$ cat config.mk
export PLATFORM = sky130hd
export DESIGN_NAME = page_frame_replacement
export DESIGN_NICKNAME = d
export VERILOG_FILES = /design/src/rtl/core/pfr_pkg.sv /design/src/rtl/core/pfr_encode.sv /design/src/rtl/core/pfr_cell.sv /design/src/rtl/core/page_frame_replacement.sv
export SDC_FILE = /design/constraint.sdc
export NUM_CORES = 1
export LEC_CHECK = 0
export ABC_AREA = 1
export BUFFER_PORTS_ARGS = -buffer_cell sky130_fd_sc_hd__buf_2
export CAP_MARGIN = 5
export CORE_MARGIN = 2
export CORE_UTILIZATION = 37
export CTS_CLUSTER_DIAMETER = 120
export DETAILED_ROUTE_END_ITERATION = 8
export RECOVER_POWER = 50
export SLEW_MARGIN = 10
export SYNTH_ARGS = -nofsm -noshare
export SYNTH_HDL_FRONTEND = slang
export SYNTH_SLANG_ARGS = --single-unit
$ cat constraint.sdc
create_clock -name clk -period 6.7 [get_ports clk]
set_clock_uncertainty 0.2 [all_clocks]
set_input_delay 1.34 -clock clk [delete_from_list [all_inputs] [get_ports clk]]
set_output_delay 1.34 -clock clk [all_outputs]
set_load 0.01 [all_outputs]
$ cat src/rtl/core/pfr_pkg.sv
// shared constants and types for the page frame replacement block
package pfr_pkg;

	localparam int MAX_FRAMES = 16;
	localparam int PAGE_BITS  = 16;

	localparam int CFG_DATA_W  = 5;
	localparam int CFG_INDEX_W = 1;
	localparam int FAULT_W     = 32;
	localparam int OUTCOME_W   = 2;

	// configuration register indexes
	localparam logic [CFG_INDEX_W-1:0] REG_POLICY_MODE   = 1'd0;
	localparam logic [CFG_INDEX_W-1:0] REG_FRAMES_IN_USE = 1'd1;

	// policy codes, the unused code behaves as fifo
	localparam logic [1:0] MODE_FIFO  = 2'd0;
	localparam logic [1:0] MODE_LRU   = 2'd1;
	localparam logic [1:0] MODE_CLOCK = 2'd2;

	// result outcome codes
	localparam logic [OUTCOME_W-1:0] OUT_HIT   = 2'd0;
	localparam logic [OUTCOME_W-1:0] OUT_FILL  = 2'd1;
	localparam logic [OUTCOME_W-1:0] OUT_FAULT = 2'd2;

	localparam logic [CFG_DATA_W-1:0] FRAMES_RESET = 5'd16;

	// commands broadcast from the controller to every frame cell
	typedef struct packed {
		logic commit;     // apply the reference: touch recency, set ref bit
		logic load;       // write the new page into the selected cell
		logic hand_adv;   // hand moves one cell on
		logic hand_home;  // hand beyond the occupied frames returns to frame 0
		logic sweep;      // one second chance step of the clock hand
	} pfr_cell_ctl_t;

	// status of one frame cell
	typedef struct packed {
		logic match;
		logic lru_hit;
		logic token;
		logic ref_bit;
		logic give_next;
		logic give_home;
	} pfr_cell_sts_t;

endpackage

$ cat src/rtl/core/pfr_encode.sv
// one-hot to binary index encoder
module pfr_encode #(
	parameter int N = 16,
	parameter int W = 4
) (
	input  logic [N-1:0] onehot,
	output logic [W-1:0] index
);

	always_comb begin
		index = '0;
		for (int i = 0; i < N; i++) begin
			if (onehot[i]) begin
				index = index | W'(i);
			end
		end
	end

endmodule

$ cat src/rtl/core/pfr_cell.sv
// one page frame: page, recency rank, reference bit and its share of the hand
module pfr_cell #(
	parameter int INDEX     = 0,
	parameter int PAGE_BITS = pfr_pkg::PAGE_BITS,
	parameter int SLOT_W    = 4,
	parameter int CNT_W     = 5
) (
	input  logic                  clk,
	input  logic                  arst_n,
	input  pfr_pkg::pfr_cell_ctl_t ctl,
	input  logic [PAGE_BITS-1:0]  page,
	input  logic                  sel,
	input  logic [SLOT_W-1:0]     old_rank,
	input  logic [SLOT_W-1:0]     last_rank,
	input  logic [CNT_W-1:0]      filled,
	input  logic [CNT_W-1:0]      wrap,
	input  logic                  from_prev,
	input  logic                  home_any,
	output pfr_pkg::pfr_cell_sts_t sts,
	output logic [PAGE_BITS-1:0]  page_out,
	output logic [SLOT_W-1:0]     rank_out
);

	localparam logic [CNT_W-1:0] MY_IDX   = CNT_W'(INDEX);
	localparam logic [CNT_W-1:0] NEXT_IDX = CNT_W'(INDEX + 1);
	localparam bit               IS_FIRST = (INDEX == 0);

	logic [PAGE_BITS-1:0] page_q;
	logic [SLOT_W-1:0]    rank_q;
	logic                 ref_q;
	logic                 token_q;
	logic                 occupied;
	logic                 move;
	logic                 give_next;
	logic                 give_home;
	logic                 gain;

	assign occupied  = MY_IDX < filled;
	assign move      = ctl.hand_adv || (ctl.sweep && ref_q);
	assign give_next = token_q && move && (NEXT_IDX < wrap);
	assign give_home = token_q && ((move && !(NEXT_IDX < wrap)) || (ctl.hand_home && !occupied));
	assign gain      = from_prev || (IS_FIRST && home_any);

	always_ff @(posedge clk or negedge arst_n) begin
		if (!arst_n) begin
			ref_q   <= 1'b0;
			token_q <= IS_FIRST;
		end else begin
			if (ctl.commit && sel) begin
				ref_q <= 1'b1;
			end else if (ctl.sweep && token_q) begin
				ref_q <= 1'b0;
			end
			if (gain) begin
				token_q <= 1'b1;
			end else if (give_next || give_home) begin
				token_q <= 1'b0;
			end
		end
	end

	always_ff @(posedge clk) begin
		if (ctl.commit) begin
			if (sel) begin
				rank_q <= '0;
				if (ctl.load) begin
					page_q <= page;
				end
			end else if (occupied && rank_q < old_rank) begin
				// frames newer than the touched one age by one
				rank_q <= rank_q + 1'b1;
			end
		end
	end

	assign sts.match     = occupied && (page_q == page);
	assign sts.lru_hit   = occupied && (rank_q == last_rank);
	assign sts.token     = token_q;
	assign sts.ref_bit   = ref_q;
	assign sts.give_next = give_next;
	assign sts.give_home = give_home;
	assign page_out      = page_q;
	assign rank_out      = rank_q;

endmodule

$ cat src/rtl/core/page_frame_replacement.sv
// top level of the page frame replacement block: controller and row of frame cells
//
// One page reference enters on the input channel (in_valid/in_ready, page_number)
// and one result leaves on the output channel (out_valid/out_ready: outcome,
// frame_slot, evicted_page, fault_total). The frames sit in a row of cells that
// compare the page in parallel; the clock hand is a token handed cell to cell.
// A hit or a fill passes the lookup, decision and commit steps after the input
// transfer; the commit step registers the result. A fault adds nothing in fifo
// and lru mode; in clock mode a sweep step before the commit walks the hand one
// frame per cycle until it rests on a frame without a second chance. The next
// reference is taken while a result still waits in the output register; the
// commit step holds until that register is free, so a stalled receiver stops
// the block after at most one more reference. Reset empties all frames, clears
// the reference bits, puts the hand on frame 0, zeroes the fault count and
// selects fifo with 16 frames. The user must use the configuration write port
// (cfg_we, cfg_index, cfg_data) only while the block is idle; it is unchecked.
module page_frame_replacement #(
	parameter int MAX_FRAMES = pfr_pkg::MAX_FRAMES,
	parameter int PAGE_BITS  = pfr_pkg::PAGE_BITS,
	localparam int SLOT_W    = (MAX_FRAMES > 1) ? $clog2(MAX_FRAMES) : 1,
	localparam int CNT_W     = $clog2(MAX_FRAMES + 1)
) (
	input  logic                               clk,
	input  logic                               arst_n,
	input  logic                               cfg_we,
	input  logic [pfr_pkg::CFG_INDEX_W-1:0]    cfg_index,
	input  logic [pfr_pkg::CFG_DATA_W-1:0]     cfg_data,
	input  logic                               in_valid,
	output logic                               in_ready,
	input  logic [PAGE_BITS-1:0]               page_number,
	output logic                               out_valid,
	input  logic                               out_ready,
	output logic [pfr_pkg::OUTCOME_W-1:0]      outcome,
	output logic [SLOT_W-1:0]                  frame_slot,
	output logic [PAGE_BITS-1:0]               evicted_page,
	output logic [pfr_pkg::FAULT_W-1:0]        fault_total
);

	typedef enum logic [2:0] {S_IDLE, S_LOOK, S_DECIDE, S_SWEEP, S_COMMIT} state_t;

	state_t                          state_q;
	logic [1:0]                      mode_q;
	logic [pfr_pkg::CFG_DATA_W-1:0]  frames_cfg_q;
	logic [PAGE_BITS-1:0]            page_q;
	logic                            hit_q;
	logic [SLOT_W-1:0]               hit_slot_q;
	logic [pfr_pkg::OUTCOME_W-1:0]   kind_q;
	logic [CNT_W-1:0]                filled_q;
	logic [pfr_pkg::FAULT_W-1:0]     faults_q;
	logic                            out_valid_q;
	logic [pfr_pkg::OUTCOME_W-1:0]   outcome_q;
	logic [SLOT_W-1:0]               slot_q;
	logic [PAGE_BITS-1:0]            evicted_q;

	pfr_pkg::pfr_cell_ctl_t          ctl;
	pfr_pkg::pfr_cell_sts_t          sts [MAX_FRAMES];
	logic [PAGE_BITS-1:0]            cell_page [MAX_FRAMES];
	logic [SLOT_W-1:0]               cell_rank [MAX_FRAMES];

	logic [MAX_FRAMES-1:0]           match_vec;
	logic [MAX_FRAMES-1:0]           token_vec;
	logic [MAX_FRAMES-1:0]           lru_vec;
	logic [MAX_FRAMES-1:0]           sel_vec;
	logic [MAX_FRAMES-1:0]           home_vec;
	logic                            hit_any;
	logic                            token_ref;
	logic                            home_any;
	logic [SLOT_W-1:0]               hit_idx;
	logic [SLOT_W-1:0]               hand_idx;
	logic [SLOT_W-1:0]               lru_idx;
	logic [31:0]                     limit_wide;
	logic [CNT_W-1:0]                limit;
	logic                            is_lru;
	logic                            is_clock;
	logic                            out_free;
	logic [SLOT_W-1:0]               slot_c;
	logic [SLOT_W-1:0]               old_rank_c;
	logic [SLOT_W-1:0]               sel_rank;
	logic [PAGE_BITS-1:0]            sel_page;
	logic [SLOT_W-1:0]               last_rank;
	logic [CNT_W-1:0]                filled_c;
	logic [CNT_W-1:0]                wrap_c;

	// configuration registers
	always_ff @(posedge clk or negedge arst_n) begin
		if (!arst_n) begin
			mode_q       <= pfr_pkg::MODE_FIFO;
			frames_cfg_q <= pfr_pkg::FRAMES_RESET;
		end else if (cfg_we) begin
			case (cfg_index)
				pfr_pkg::REG_POLICY_MODE:   mode_q       <= cfg_data[1:0];
				pfr_pkg::REG_FRAMES_IN_USE: frames_cfg_q <= cfg_data;
				default: ;
			endcase
		end
	end

	// frames in use, clamped to 1..MAX_FRAMES
	always_comb begin
		if (frames_cfg_q == '0) begin
			limit_wide = 32'd1;
		end else if (32'(frames_cfg_q) > 32'(MAX_FRAMES)) begin
			limit_wide = 32'(MAX_FRAMES);
		end else begin
			limit_wide = 32'(frames_cfg_q);
		end
	end
	assign limit = CNT_W'(limit_wide);

	assign is_lru   = (mode_q == pfr_pkg::MODE_LRU);
	assign is_clock = (mode_q == pfr_pkg::MODE_CLOCK);
	assign out_free = !out_valid_q || out_ready;
	assign last_rank = SLOT_W'(filled_q - 1'b1);

	// status gathered from the row
	always_comb begin
		for (int i = 0; i < MAX_FRAMES; i++) begin
			match_vec[i] = sts[i].match;
			token_vec[i] = sts[i].token;
			lru_vec[i]   = sts[i].lru_hit;
			home_vec[i]  = sts[i].give_home;
		end
	end
	assign hit_any   = |match_vec;
	assign home_any  = |home_vec;

	always_comb begin
		token_ref = 1'b0;
		for (int i = 0; i < MAX_FRAMES; i++) begin
			token_ref = token_ref | (sts[i].token & sts[i].ref_bit);
		end
	end

	pfr_encode #(.N(MAX_FRAMES), .W(SLOT_W)) u_hit_enc (
		.onehot (match_vec),
		.index  (hit_idx)
	);

	pfr_encode #(.N(MAX_FRAMES), .W(SLOT_W)) u_hand_enc (
		.onehot (token_vec),
		.index  (hand_idx)
	);

	pfr_encode #(.N(MAX_FRAMES), .W(SLOT_W)) u_lru_enc (
		.onehot (lru_vec),
		.index  (lru_idx)
	);

	// frame chosen for the commit step
	always_comb begin
		if (kind_q == pfr_pkg::OUT_HIT) begin
			slot_c = hit_slot_q;
		end else if (kind_q == pfr_pkg::OUT_FILL) begin
			slot_c = SLOT_W'(filled_q);
		end else if (is_lru) begin
			slot_c = lru_idx;
		end else begin
			slot_c = hand_idx;
		end
	end

	always_comb begin
		sel_rank = '0;
		sel_page = '0;
		for (int i = 0; i < MAX_FRAMES; i++) begin
			sel_vec[i] = (slot_c == SLOT_W'(i));
			if (sel_vec[i]) begin
				sel_rank = sel_rank | cell_rank[i];
				sel_page = sel_page | cell_page[i];
			end
		end
	end

	// a fill enters as the oldest frame before being touched
	assign old_rank_c = (kind_q == pfr_pkg::OUT_FILL) ? SLOT_W'(filled_q) : sel_rank;

	// controller commands
	always_comb begin
		ctl      = '0;
		filled_c = filled_q;
		wrap_c   = filled_q;
		case (state_q)
			S_DECIDE: begin
				if (!hit_q && !(filled_q < limit)) begin
					ctl.hand_home = 1'b1;
				end
			end
			S_SWEEP: begin
				ctl.sweep = token_ref;
			end
			S_COMMIT: begin
				if (out_free) begin
					ctl.commit = 1'b1;
					ctl.load   = (kind_q != pfr_pkg::OUT_HIT);
					if (kind_q == pfr_pkg::OUT_FILL) begin
						ctl.hand_adv = 1'b1;
						filled_c     = filled_q + 1'b1;
						wrap_c       = limit;
					end else if (kind_q == pfr_pkg::OUT_FAULT) begin
						ctl.hand_adv = !is_lru;
					end
				end
			end
			default: ;
		endcase
	end

	// row of frame cells, the hand token passes from each cell to the next
	for (genvar g = 0; g < MAX_FRAMES; g++) begin : g_cell
		logic from_prev;
		if (g == 0) begin : g_first
			assign from_prev = 1'b0;
		end else begin : g_rest
			assign from_prev = sts[g-1].give_next;
		end

		pfr_cell #(
			.INDEX     (g),
			.PAGE_BITS (PAGE_BITS),
			.SLOT_W    (SLOT_W),
			.CNT_W     (CNT_W)
		) u_cell (
			.clk       (clk),
			.arst_n    (arst_n),
			.ctl       (ctl),
			.page      (page_q),
			.sel       (sel_vec[g]),
			.old_rank  (old_rank_c),
			.last_rank (last_rank),
			.filled    (filled_c),
			.wrap      (wrap_c),
			.from_prev (from_prev),
			.home_any  (home_any),
			.sts       (sts[g]),
			.page_out  (cell_page[g]),
			.rank_out  (cell_rank[g])
		);
	end

	// reference and result payload
	always_ff @(posedge clk) begin
		if (state_q == S_IDLE && in_valid) begin
			page_q <= page_number;
		end
		if (state_q == S_LOOK) begin
			hit_slot_q <= hit_idx;
		end
		if (state_q == S_COMMIT && out_free) begin
			outcome_q <= kind_q;
			slot_q    <= slot_c;
			evicted_q <= (kind_q == pfr_pkg::OUT_FAULT) ? sel_page : '0;
		end
	end

	// state machine and control registers
	always_ff @(posedge clk or negedge arst_n) begin
		if (!arst_n) begin
			state_q     <= S_IDLE;
			hit_q       <= 1'b0;
			kind_q      <= pfr_pkg::OUT_HIT;
			filled_q    <= '0;
			faults_q    <= '0;
			out_valid_q <= 1'b0;
		end else begin
			if (out_valid_q && out_ready) begin
				out_valid_q <= 1'b0;
			end
			case (state_q)
				S_IDLE: begin
					if (in_valid) begin
						state_q <= S_LOOK;
					end
				end
				S_LOOK: begin
					hit_q   <= hit_any;
					state_q <= S_DECIDE;
				end
				S_DECIDE: begin
					if (hit_q) begin
						kind_q  <= pfr_pkg::OUT_HIT;
						state_q <= S_COMMIT;
					end else if (filled_q < limit) begin
						kind_q  <= pfr_pkg::OUT_FILL;
						state_q <= S_COMMIT;
					end else begin
						kind_q  <= pfr_pkg::OUT_FAULT;
						state_q <= is_clock ? S_SWEEP : S_COMMIT;
					end
				end
				S_SWEEP: begin
					// stop once the hand rests on a frame without a second chance
					if (!token_ref) begin
						state_q <= S_COMMIT;
					end
				end
				S_COMMIT: begin
					if (out_free) begin
						out_valid_q <= 1'b1;
						filled_q    <= filled_c;
						if (kind_q == pfr_pkg::OUT_FAULT && faults_q != '1) begin
							faults_q <= faults_q + 1'b1;
						end
						state_q <= S_IDLE;
					end
				end
				default: state_q <= S_IDLE;
			endcase
		end
	end

	assign in_ready     = (state_q == S_IDLE);
	assign out_valid    = out_valid_q;
	assign outcome      = outcome_q;
	assign frame_slot   = slot_q;
	assign evicted_page = evicted_q;
	assign fault_total  = faults_q;

endmodule
Word-level counts from Yosys, hierarchy flattened
Index checks and enable logic that the tools add are counted.
{"block": "op_classes", "n_reduce_logical": 360, "muxes": 184, "magnitude_cmp": 50, "n_bitwise": 62, "add_sub_neg": 19, "n_eq_ne": 58}
{"op": "$eq 16x16->1", "count": 16}
{"op": "$mux 16", "count": 16}
{"op": "$or 16x16->16", "count": 15}
{"op": "$mux 4", "count": 52}
{"op": "$logic_and 1x1->1", "count": 180}
{"op": "$reduce_bool 2->1", "count": 49}
{"op": "$lt 4x5->1 const A", "count": 16}
{"op": "$mux 1", "count": 77}
{"op": "$add 4x1->4 const B", "count": 16}
{"op": "$lt 4x4->1", "count": 16}
{"op": "$eq 4x4->1", "count": 15}
{"op": "$mux 3", "count": 20}
{"op": "$or 4x4->4", "count": 15}
{"op": "$reduce_and 3->1", "count": 18}
{"op": "$logic_or 1x1->1", "count": 49}
{"op": "$lt 3x5->1 const A", "count": 8}
{"op": "$mux 5", "count": 8}
{"op": "$reduce_and 2->1", "count": 19}
{"op": "$logic_not 1->1", "count": 36}
{"op": "$add 32x1->32 const B", "count": 1}
{"op": "$eq 4x4->1 const B", "count": 8}
{"op": "$ne 32x32->1 const B", "count": 1}
{"op": "$reduce_or 16->1", "count": 2}
{"op": "$lt 2x5->1 const A", "count": 4}
{"op": "other kinds (27)", "count": 76}
{"block": "totals", "elab_cells": 813, "ff_bits": 445, "inputBits": 27}

Logic depth before layout (Yosys ltp)
Gate-level depths: netlist of run 1.
{"block": "logic_depth", "ltp_word": 61, "ltp_mapped": 34, "mapped_depth_nobuf": 33}

Cells and area by module
A second synthesis of run 1 with hierarchy kept.
{"block": "hier_totals", "hier_cells": 3597, "area_unflattened_um2": 28110.7}
{"mod": "page_frame_replacement", "area_per_inst_um2": 7699.9, "cells_each": 1192, "instances": 1, "seq_area_each_um2": 2538.7}
{"mod": "pfr_cell at g_cell[5].u_cell", "area_per_inst_um2": 1283.7, "cells_each": 158, "instances": 1, "seq_area_each_um2": 650.6}
{"mod": "pfr_cell at g_cell[3].u_cell", "area_per_inst_um2": 1282.5, "cells_each": 157, "instances": 1, "seq_area_each_um2": 650.6}
{"mod": "pfr_cell at g_cell[11].u_cell", "area_per_inst_um2": 1271.2, "cells_each": 151, "instances": 1, "seq_area_each_um2": 650.6}
{"mod": "pfr_cell at g_cell[12].u_cell", "area_per_inst_um2": 1266.2, "cells_each": 148, "instances": 1, "seq_area_each_um2": 650.6}
{"mod": "pfr_cell at g_cell[6].u_cell", "area_per_inst_um2": 1262.5, "cells_each": 148, "instances": 1, "seq_area_each_um2": 650.6}
{"mod": "pfr_cell at g_cell[7].u_cell", "area_per_inst_um2": 1262.5, "cells_each": 150, "instances": 1, "seq_area_each_um2": 650.6}
{"mod": "pfr_cell at g_cell[15].u_cell", "area_per_inst_um2": 1257.5, "cells_each": 152, "instances": 1, "seq_area_each_um2": 650.6}
{"mod": "pfr_cell at g_cell[4].u_cell", "area_per_inst_um2": 1251.2, "cells_each": 144, "instances": 1, "seq_area_each_um2": 650.6}
{"mod": "pfr_cell at g_cell[9].u_cell", "area_per_inst_um2": 1243.7, "cells_each": 136, "instances": 1, "seq_area_each_um2": 650.6}
{"mod": "pfr_cell at g_cell[14].u_cell", "area_per_inst_um2": 1242.4, "cells_each": 144, "instances": 1, "seq_area_each_um2": 650.6}
{"mod": "pfr_cell at g_cell[8].u_cell", "area_per_inst_um2": 1242.4, "cells_each": 140, "instances": 1, "seq_area_each_um2": 650.6}
{"mod": "pfr_cell at g_cell[1].u_cell", "area_per_inst_um2": 1239.9, "cells_each": 140, "instances": 1, "seq_area_each_um2": 650.6}
{"mod": "pfr_cell at g_cell[10].u_cell", "area_per_inst_um2": 1232.4, "cells_each": 137, "instances": 1, "seq_area_each_um2": 650.6}
{"mod": "4 more rows"}

Least setup slack after synthesis of run 1
OpenSTA, ideal clock, no wires.
{"block": "synth_timing", "path_kind": "input port to flip-flop", "startpoint": "input port out_ready", "endpoint": "register g_cell[12].u_cell.rank_q[0] (enable)", "arrival_time_ps": 5085, "stages": 22, "setup_slack_ps": 1108, "setup_time_ps": 308, "cell_sequence": "nor2_1 > nor2_4 > nand3_1 > nand2_4 > nor2_8 > nand2_1 > nand3_1 > nand2_1 > nor2_1 > nand2_1 > a21oi_2 > a21oi_2 > nand2_1 > clkbuf_1 > o22ai_1 > nor2_1 > a41oi_1 > a21oi_1 > ha_1 > a2111oi_0 > nand2_1 > nand2_1"}
{"block": "synth_via", "elab_chain_len": 60}
{"element": "start, declared", "line_no": "page_frame_replacement.sv:32", "rtl": "input logic out_ready,"}
{"element": "$logic_or 1x1->1 (*)", "line_no": "page_frame_replacement.sv:112", "rtl": "assign out_free = !out_valid_q || out_ready;"}
{"element": "$mux 5", "line_no": "page_frame_replacement.sv:192", "rtl": "if (out_free) begin"}
{"element": "$mux 5", "line_no": "page_frame_replacement.sv:182", "rtl": "case (state_q)"}
{"element": "$lt 1x5->1", "line_no": "pfr_cell.sv:38", "rtl": "assign occupied = MY_IDX < filled;"}
{"element": "$logic_and 1x1->1", "line_no": "pfr_cell.sv:77", "rtl": "assign sts.lru_hit = occupied && (rank_q == last_rank);"}
{"element": "$mux 1", "line_no": "pfr_encode.sv:13", "rtl": "if (onehot[i]) begin"}
{"element": "$mux 2 (2 in series)", "line_no": "pfr_encode.sv:13"}
{"element": "$mux 3 (4 in series)", "line_no": "pfr_encode.sv:13"}
{"element": "(+40 left out)"}
{"element": "$mux 4", "line_no": "page_frame_replacement.sv:167", "rtl": "if (sel_vec[i]) begin"}
{"element": "$or 4x4->4", "line_no": "page_frame_replacement.sv:168", "rtl": "sel_rank = sel_rank | cell_rank[i];"}
{"element": "$mux 4", "line_no": "page_frame_replacement.sv:167"}
{"element": "$mux 4", "line_no": "page_frame_replacement.sv:175", "rtl": "assign old_rank_c = (kind_q == pfr_pkg::OUT_FILL) ? SLOT_W'(filled_q) : sel_rank;"}
{"element": "$lt 4x4->1", "line_no": "pfr_cell.sv:69", "rtl": "end else if (occupied && rank_q < old_rank) begin"}
{"element": "$logic_and 1x1->1", "line_no": "pfr_cell.sv:69"}
{"element": "$reduce_bool 2->1 (no line)"}
{"element": "$reduce_and 2->1 (no line) (*)"}
{"element": "end signal, assigned", "line_no": "pfr_cell.sv:71", "rtl": "rank_q <= rank_q + 1'b1;"}
{"element": "end, declared", "line_no": "pfr_cell.sv:29", "rtl": "logic [SLOT_W-1:0] rank_q;"}
Mark *: on every way between the ends. The rest lies on a longest branch, timed or not.
A chain may end at the register's enable or synchronous reset.

Worst setup path in the final report of run 1
{"block": "layout_timing", "startpoint": "register filled_q[1]", "endpoint": "register g_cell[10].u_cell.rank_q[1] (enable)"}
{"block": "layout_via", "elab_chain_len": 61}
{"element": "start, declared", "line_no": "page_frame_replacement.sv:48", "rtl": "logic [CNT_W-1:0] filled_q;"}
{"element": "start signal, assigned", "line_no": "page_frame_replacement.sv:299", "rtl": "filled_q <= filled_c;"}
{"element": "$add 5x1->5", "line_no": "page_frame_replacement.sv:197", "rtl": "filled_c = filled_q + 1'b1;"}
{"element": "$mux 5", "line_no": "page_frame_replacement.sv:195", "rtl": "if (kind_q == pfr_pkg::OUT_FILL) begin"}
{"element": "$mux 5", "line_no": "page_frame_replacement.sv:192"}
{"element": "$mux 5", "line_no": "page_frame_replacement.sv:182"}
{"element": "$lt 1x5->1", "line_no": "pfr_cell.sv:38"}
{"element": "$logic_and 1x1->1", "line_no": "pfr_cell.sv:77"}
{"element": "$mux 1", "line_no": "pfr_encode.sv:13"}
{"element": "$mux 2 (2 in series)", "line_no": "pfr_encode.sv:13"}
{"element": "(+44 left out)"}
{"element": "$mux 4", "line_no": "page_frame_replacement.sv:167"}
{"element": "$or 4x4->4", "line_no": "page_frame_replacement.sv:168"}
{"element": "$mux 4", "line_no": "page_frame_replacement.sv:167"}
{"element": "$mux 4", "line_no": "page_frame_replacement.sv:175"}
{"element": "$lt 4x4->1", "line_no": "pfr_cell.sv:69"}
{"element": "$logic_and 1x1->1", "line_no": "pfr_cell.sv:69"}
{"element": "$reduce_bool 2->1 (no line) (*)"}
{"element": "$reduce_and 2->1 (no line) (*)"}
{"element": "end signal, assigned", "line_no": "pfr_cell.sv:71"}
{"element": "end, declared", "line_no": "pfr_cell.sv:29"}
Marks and branches as above.

==> impl_results.rst, run 1 <==
.. list-table::
   :header-rows: 1

   * - Metric
     - Value
   * - Final critical delay including setup and external delays
     - 5960 ps
   * - Fin area
     - 0.0282 sq mm
   * - Number of resized instances in the post-cts repair step
     - 0
   * - Slew at the pin closest to its max-slew limit
     - 3210 ps
   * - Worst setup slack after placement
     - 479 ps
   * - Area enclosed by the die boundary
     - 0.0692 sq mm
   * - H-tree depth
     - 2
   * - Core Region
     - 0.0668 sq mm
   * - Detailed Place HPWL
     - 72.6 mm
   * - Synth warn
     - 0
   * - Primary FF master, synth
     - sky130_fd_sc_hd__edfxtp_1
   * - Overall power
     - 11500 uW
   * - Total detailed-routing wirelength
     - 99.8 mm
   * - Total of flip-flops plus latches after synthesis
     - 445
   * - Via count of the first global-routing pass
     - 20400
   * - Count of flip-flops with a built-in enable after synthesis
     - 362
   * - Worst-Skew Late Latency
     - 650 ps
   * - Switching component of the power
     - 5040 uW
   * - Synthesis-to-finish area growth
     - 13.4%
   * - Launching instance or port of the critical path
     - filled_q[1]
   * - Max Used Layer
     - met5
   * - Routed vias/inst
     - 5.65
   * - Kind of path behind the tightest hold check
     - reg2reg
   * - Final setup TNS
     - 0 ps
   * - Rows
     - 95
   * - Clock transition at the registers of the reported paths
     - 60 ps
   * - Area after detailed placement
     - 0.0266 sq mm
   * - Number of DRC markers after the initial detailed-route iteration
     - 2582
   * - Total congestion overflow
     - 0
   * - Met1 Routed Length
     - 39.5 mm
   * - Number of port buffers
     - 82
   * - Hold Path Origin
     - hit_q
   * - Switching power share of the total
     - 0.439
   * - CP Data Arrival Time
     - 6050 ps
   * - Clock root buffer master
     - sky130_fd_sc_hd__clkbuf_16
   * - Final routed DRC violation total
     - 0
   * - PwrDens
     - 407 mW/mm^2
   * - Clk buf depth
     - 3
   * - Share of cells above drive strength 1
     - 0.0873
   * - Sequential element share of the synthesized area
     - 0.521
   * - Routed wl met2
     - 46.0 mm
   * - Pin count of the biggest net entering global routing
     - 55
   * - IR drop worst, VDD
     - 0.000281 V
   * - Number of library cell types mapped by synthesis
     - 56
   * - Number of nets at the end of the flow
     - 2910
   * - Worst path setup slack after routing
     - 740 ps
   * - Die X-Extent
     - 263 um
   * - Comb power frac
     - 0.446
   * - Die span in y
     - 263 um
   * - Startpoint of the worst register-to-register path
     - filled_q[1]
   * - Flop pwr share
     - 0.302
   * - Type of the worst setup path
     - reg2reg
   * - Failing checks
     - capacitance limit, slew limit
   * - Leakage power
     - 0.0116 uW
   * - Post-Synthesis Cells
     - 2679
   * - Ys async rst share
     - 0.187
   * - Clock tree from TritonCTS
     - done
   * - Met3 Wirelength
     - 9.39 mm
   * - First drt pass iteration count
     - 6
   * - Number of max-slew violations in the final report
     - 549
   * - Internal
     - 6440 uW
   * - Highest fanout seen on the critical path
     - 16
   * - Achievable frequency
     - 168 MHz
   * - Count of hold buffers inserted by post-cts repair
     - 0
   * - Total via count in the routed design
     - 21100
   * - Worst-case headroom to the max-slew limit
     - -1.14
   * - Final Setup Violations
     - 0
   * - Routability Congestion
     - 0.991
   * - Post-CTS repair timing setup buffer count
     - 0
   * - Setup repair after global routing missed its margin
     - no
   * - Mean area per synthesized cell
     - 9.28 sq um
   * - Final period utilization
     - 0.890
   * - First-pass GRT wire length
     - 143 mm
   * - Ports
     - 83
   * - Initial antenna violation count
     - 4
   * - Startpoint type of the worst setup path
     - flip-flop
   * - Average wire per standard cell
     - 26.8 um
   * - Netlist Area Pre-Place
     - 0.0248 sq mm
   * - Endpoint type of the worst setup path
     - flip-flop
   * - Worst path required time
     - 6790 ps
   * - Fraction of the core area covered by cells at the end of the flow
     - 0.422
   * - Number of hold-slack violations in the final timing report
     - 0
   * - Syn nets
     - 2777
   * - Result of the run
     - finished with violations
   * - All-Layer GR Usage
     - 0.284
   * - Remaining number of nets flagged by the antenna check after routing
     - 0
   * - Number of buffers added by the clock tree synthesis step
     - 52
   * - Effective utilization at floorplan
     - 0.372
   * - Clk network pwr share
     - 0.252
   * - Max-cap violation count
     - 16
   * - Number of sinks driven by the clock tree
     - 445
==> kinds of logic after synthesis <==
logic type / share of synthesized area
xor gates and xnor gates: 0.0804
AOI/OAI and AO/OA: 0.0899
and+or+nand+nor: 0.203
buffers and inverters: 0.0697
DFF: 0.521
adders and majority gates: 0.0358
==> per-stage QoR <==
| step | instances | hold WS [ps] |
|---|---|---|
| after detailed placement | 3631 | 246 |
| after global routing | 3726 | 277 |
| final | 3729 | 254 |
| after floorplan | 2679 | 232 |
| after CTS | 3726 | 254 |
| after global placement | 3631 | 239 |
==> power groups by stage <==
| stage | combinational [uW] | clock (uW) | sequential (uW) |
|---|---|---|---|
| finish | 5110 | 2900 | 3470 |
| global route | 5520 | 3030 | 3490 |
| CTS | 5010 | 2930 | 3460 |
| detailed placement | 4980 | 0 | 3510 |
| global placement | 4940 | 0 | 3510 |
| floorplan | 2990 | 0 | 3520 |
==> worst paths after layout <==
| path | endpoint | slack (ps) | cells past startpoint |
|---|---|---|---|
| max | g_cell[10].u_cell.rank_out[1] | 740 | 25 |
| min | kind_q[0] | 250 | 1 |
| max reg2reg | g_cell[10].u_cell.rank_out[1] | 740 | 25 |
| min reg2reg | kind_q[0] | 250 | 1 |
| max in group asynchronous | g_cell[3].u_cell.token_q | 1640 | 2 |
| min in group asynchronous | fault_total[22] | 920 | 1 |
==> worst max-delay path, stage by stage (launching register included) <==
cell and delay (ps):
sky130_fd_sc_hd__dfrtp_1 470, sky130_fd_sc_hd__inv_1 70, sky130_fd_sc_hd__ha_1 690, sky130_fd_sc_hd__buf_4 370
sky130_fd_sc_hd__nand2_2 100, sky130_fd_sc_hd__nand2_4 110, sky130_fd_sc_hd__nor2_2 70, sky130_fd_sc_hd__o21ai_2 450
sky130_fd_sc_hd__nand2_1 230, sky130_fd_sc_hd__nand2_1 120, sky130_fd_sc_hd__nor2_1 50, sky130_fd_sc_hd__nand2_1 90
sky130_fd_sc_hd__a21oi_2 100, sky130_fd_sc_hd__a21oi_2 330, sky130_fd_sc_hd__nand2_1 140, sky130_fd_sc_hd__inv_2 260
sky130_fd_sc_hd__nand2_1 80, sky130_fd_sc_hd__o21ai_0 80, sky130_fd_sc_hd__nor2_1 70, sky130_fd_sc_hd__a41oi_1 200
sky130_fd_sc_hd__a21oi_1 60, sky130_fd_sc_hd__buf_4 270, sky130_fd_sc_hd__ha_1 330, sky130_fd_sc_hd__a2111oi_0 440
sky130_fd_sc_hd__nand2_1 110, sky130_fd_sc_hd__nand2_1 160
==> layer usage <==
metal / GRT usage / vias up
met1: 0.373 / 10300
li1: - / 9391
met4: 0.129 / 2
met2: 0.456 / 1147
met3: 0.0527 / 247
met5: 0 / -
==> flip-flops by register name (all words and copies together) (netlist names) <==
register,count
evicted_page,16
fault_total,32
filled_q,5
frame_slot,4
frames_cfg_q,5
g_cell.u_cell.page_out,256
g_cell.u_cell.rank_out,64
g_cell.u_cell.ref_q,16
g_cell.u_cell.token_q,16
hit_q,1
hit_slot_q,4
kind_q,2
mode_q,2
out_valid,1
outcome,2
page_q,16
state_q,3
==> layout make-up <==
type                       instances  area, sq um
inverter                         367         1380
clock buffer                      69         1400
multi-input combinational       1786        10200
tap                              873         1090
fill                            6632        38600
clock inverter                    26          318
antenna                            3         7.51
timing repair buffer             160          855
sequential                       445        12900
==> cell usage in the layout, fill, tap and decap left out, types with 8 or more instances in the layout <==
master and instances:
sky130_fd_sc_hd__clkinv_2 10, sky130_fd_sc_hd__o31ai_1 8, sky130_fd_sc_hd__nand2_1 635, sky130_fd_sc_hd__o2111ai_1 13, sky130_fd_sc_hd__inv_2 18, sky130_fd_sc_hd__nor2_2 19
sky130_fd_sc_hd__buf_2 23, sky130_fd_sc_hd__nand2_2 17, sky130_fd_sc_hd__a221oi_1 40, sky130_fd_sc_hd__a31oi_1 16, sky130_fd_sc_hd__or2_2 8, sky130_fd_sc_hd__dfrtp_1 81
sky130_fd_sc_hd__nand4_1 74, sky130_fd_sc_hd__clkbuf_16 52, sky130_fd_sc_hd__ha_1 71, sky130_fd_sc_hd__xor2_1 114, sky130_fd_sc_hd__clkinv_1 8, sky130_fd_sc_hd__a2111oi_0 10
sky130_fd_sc_hd__o221ai_1 8, sky130_fd_sc_hd__nand3_1 114, sky130_fd_sc_hd__clkbuf_1 91, sky130_fd_sc_hd__a21oi_1 42, sky130_fd_sc_hd__xnor2_1 114, sky130_fd_sc_hd__o22ai_1 45
sky130_fd_sc_hd__nor2_1 183, sky130_fd_sc_hd__edfxtp_1 362, sky130_fd_sc_hd__o21ai_0 118, sky130_fd_sc_hd__buf_4 60, sky130_fd_sc_hd__a22o_1 10, sky130_fd_sc_hd__inv_1 346
sky130_fd_sc_hd__nor4_1 43, sky130_fd_sc_hd__nor3_1 21
==> synthesized netlist by cell type (28+ instances only) <==
| cell type | instances | area share |
|---|---|---|
| sky130_fd_sc_hd__nand2_1 | 632 | 0.095 |
| sky130_fd_sc_hd__nand3_1 | 114 | 0.023 |
| sky130_fd_sc_hd__a21oi_1 | 42 | 0.0085 |
| sky130_fd_sc_hd__inv_1 | 346 | 0.052 |
| sky130_fd_sc_hd__o22ai_1 | 45 | 0.011 |
| sky130_fd_sc_hd__a221oi_1 | 40 | 0.014 |
| sky130_fd_sc_hd__o21ai_0 | 118 | 0.024 |
| sky130_fd_sc_hd__ha_1 | 71 | 0.036 |
| sky130_fd_sc_hd__nor4_1 | 43 | 0.011 |
| sky130_fd_sc_hd__xnor2_1 | 114 | 0.040 |
| sky130_fd_sc_hd__clkbuf_1 | 40 | 0.0060 |
| sky130_fd_sc_hd__xor2_1 | 114 | 0.040 |
| sky130_fd_sc_hd__nor2_1 | 198 | 0.030 |
| sky130_fd_sc_hd__buf_2 | 28 | 0.0056 |
| sky130_fd_sc_hd__nand4_1 | 74 | 0.019 |
| sky130_fd_sc_hd__edfxtp_1 | 362 | 0.44 |
| sky130_fd_sc_hd__dfrtp_1 | 81 | 0.082 |
No activity file was read; power rests on OpenSTA's default activity.
==> inputs of run 2 (changes only) <==
- RECOVER_POWER: 50 -> 100
==> run 2 against run 1 <==
Count of clock-buffer cells in the layout stayed put. Sequential share of layout area is 0.16 points higher. Sequential power hardly changed. Global-route usage stayed put. Critical endpoint is now g_cell[14].u_cell.page_out[3]. Total power is 0.34% lower. Die area stayed put. The flow still finishes with violations (capacitance limit, slew limit). Design area is 0.35% lower.
==> impl_results.rst, run 2 (same netlist as run 1, synthesis figures left out) <==
.. list-table::
   :header-rows: 1

   * - Metric
     - Value
   * - Number of DRC markers after the initial detailed-route iteration
     - 2562
   * - Most used cells in the layout excluding fill and tap cells
     - sky130_fd_sc_hd__nand2_1, sky130_fd_sc_hd__edfxtp_1, sky130_fd_sc_hd__inv_1
   * - Number of nets at the end of the flow
     - 2910
   * - Clock transition at the registers of the reported paths
     - 60 ps
   * - Detailed Place HPWL
     - 72.6 mm
   * - Number of hold-slack violations in the final timing report
     - 0
   * - Startpoint type of the worst setup path
     - flip-flop
   * - Count of hold buffers inserted by post-cts repair
     - 0
   * - Hold Path Origin
     - hit_q
   * - Flop2flop setup slack
     - 450 ps
   * - Routability Congestion
     - 0.991
   * - Rows
     - 95
   * - Pin count of the biggest net entering global routing
     - 55
   * - Max-cap violation count
     - 21
   * - H-tree depth
     - 2
   * - Failing checks
     - capacitance limit, slew limit
   * - Die X-Extent
     - 263 um
   * - Final Setup Violations
     - 0
   * - Number of resized instances in the post-cts repair step
     - 0
   * - Fin area
     - 0.0281 sq mm
   * - All-Layer GR Usage
     - 0.284
   * - Clock tree from TritonCTS
     - done
   * - CP Data Arrival Time
     - 6280 ps
   * - Inst Count DP
     - 3631
   * - Worst-Skew Late Latency
     - 650 ps
   * - Final critical delay including setup and external delays
     - 6250 ps
   * - Startpoint of the worst register-to-register path
     - filled_q[1]
   * - Slew at the pin closest to its max-slew limit
     - 3200 ps
   * - Number of buffers added by the clock tree synthesis step
     - 52
   * - Endpoint type of the worst setup path
     - flip-flop
   * - Clock root buffer master
     - sky130_fd_sc_hd__clkbuf_16
   * - Number of sinks driven by the clock tree
     - 445
   * - Remaining number of nets flagged by the antenna check after routing
     - 0
   * - Average wire per standard cell
     - 26.8 um
   * - R2R Path End
     - g_cell[14].u_cell.page_out[3]
   * - Area enclosed by the die boundary
     - 0.0692 sq mm
   * - Clk buf depth
     - 3
   * - Setup repair after global routing missed its margin
     - no
   * - Final routed DRC violation total
     - 0
   * - Synthesis-to-finish area growth
     - 13.0%
   * - Routed vias/inst
     - 5.67
   * - Leakage power
     - 0.0115 uW
   * - Leading cell type in the layout, fill and taps excluded
     - sky130_fd_sc_hd__nand2_1
   * - First-pass GRT wire length
     - 143 mm
   * - Initial antenna violation count
     - 4
   * - Ports
     - 83
   * - Final hold slack
     - 254 ps
   * - Total detailed-routing wirelength
     - 100 mm
   * - Effective utilization at floorplan
     - 0.372
   * - Post-CTS repair timing setup buffer count
     - 0
   * - Die span in y
     - 263 um
   * - Flip-flop count of the largest register, all copies and words added
     - 256
   * - Core Region
     - 0.0668 sq mm
   * - Share of cells above drive strength 1
     - 0.0764
   * - Achievable frequency
     - 160 MHz
   * - Via count of the first global-routing pass
     - 20400
   * - First drt pass iteration count
     - 6
   * - Worst-case headroom to the max-slew limit
     - -1.13
   * - Worst path required time
     - 6730 ps
   * - Highest fanout seen on the critical path
     - 16
   * - Final setup TNS
     - 0 ps
   * - PwrDens
     - 407 mW/mm^2
   * - Total via count in the routed design
     - 21100
   * - Result of the run
     - finished with violations
   * - Sink of the worst hold path
     - kind_q[0]
   * - Kind of path behind the tightest hold check
     - reg2reg
   * - Number of max-slew violations in the final report
     - 619
   * - Total congestion overflow
     - 0
   * - Number of port buffers
     - 82
   * - Type of the worst setup path
     - reg2reg
   * - Worst r2r path cells
     - 21
   * - Non-filler cells in the finished layout
     - 3730
   * - Area after detailed placement
     - 0.0266 sq mm
   * - IR drop worst, VDD
     - 0.000280 V
   * - Final period utilization
     - 0.933
   * - Cell depth of the worst hold path
     - 1
run 2: cell types whose count changed in the layout (fill, tap and decap cells not counted), sizes merged:
cell and change:
buf -20, clkbuf +20, inv -1, diode +1, clkinv +1
run 2: power by group:
group / internal [uW] / switching [uW]
clock: 1660 / 1240
sequential: 3320 / 146
combinational: 1430 / 3640
total: 6420 / 5020
run 2: worst max path at each step:
stage,startpoint,to,slack [ps],cells after the start
2_1_floorplan,out_ready,g_cell[12].u_cell.rank_out[0],1110,22
3_3_place_gp,out_ready,g_cell[9].u_cell.rank_out[0],480,26
3_5_place_dp,out_ready,g_cell[10].u_cell.rank_out[2],480,27
4_1_cts,filled_q[1],g_cell[10].u_cell.rank_out[1],920,25
5_1_grt,filled_q[1],g_cell[1].u_cell.rank_out[1],180,27
6_report,filled_q[1],g_cell[14].u_cell.page_out[3],450,21
run 2: per-layer routing:
layer | up-vias | wire [um] | global-route usage
met3 | 250 | 9190 | 0.0527
met1 | 10300 | 40000 | 0.373
met2 | 1170 | 46000 | 0.456
met5 | - | 13 | 0
met4 | 2 | 4900 | 0.129
li1 | 9384 | - | -
run 2: stage by stage:
stage	power (uW)	setup WS (ps)	util
final	11400	451	0.420
after global routing	12000	184	0.420
after CTS	11400	921	0.424
after detailed placement	8500	479	0.399
after global placement	8450	479	0.399
after floorplan	6510	1110	-
run 2: area by class of cell:
type	count	area, sq um
Antenna cell	4	10.0
Clock buffer	69	1400
Clock inverter	26	318
Fill cell	6661	38700
Inverter	367	1380
Multi-Input combinational cell	1786	10100
Sequential cell	445	12900
Tap cell	873	1090
Timing Repair Buffer	160	787
run 2: critical path: stages (launching register included):
cell and delay (ps):
sky130_fd_sc_hd__dfrtp_1 470, sky130_fd_sc_hd__inv_1 70, sky130_fd_sc_hd__ha_1 680, sky130_fd_sc_hd__buf_4 360, sky130_fd_sc_hd__nand2_1 130, sky130_fd_sc_hd__nand2_4 130, sky130_fd_sc_hd__nor2_2 70, sky130_fd_sc_hd__o21ai_2 440
sky130_fd_sc_hd__nand3_1 140, sky130_fd_sc_hd__nand2_1 90, sky130_fd_sc_hd__inv_1 50, sky130_fd_sc_hd__nand2_1 60, sky130_fd_sc_hd__nand2_1 50, sky130_fd_sc_hd__nand2_1 160, sky130_fd_sc_hd__nand2_1 220, sky130_fd_sc_hd__nor2_4 250
sky130_fd_sc_hd__nand2_1 310, sky130_fd_sc_hd__inv_1 150, sky130_fd_sc_hd__clkbuf_1 720, sky130_fd_sc_hd__nand2_1 390, sky130_fd_sc_hd__nor2_2 160, sky130_fd_sc_hd__clkbuf_2 550
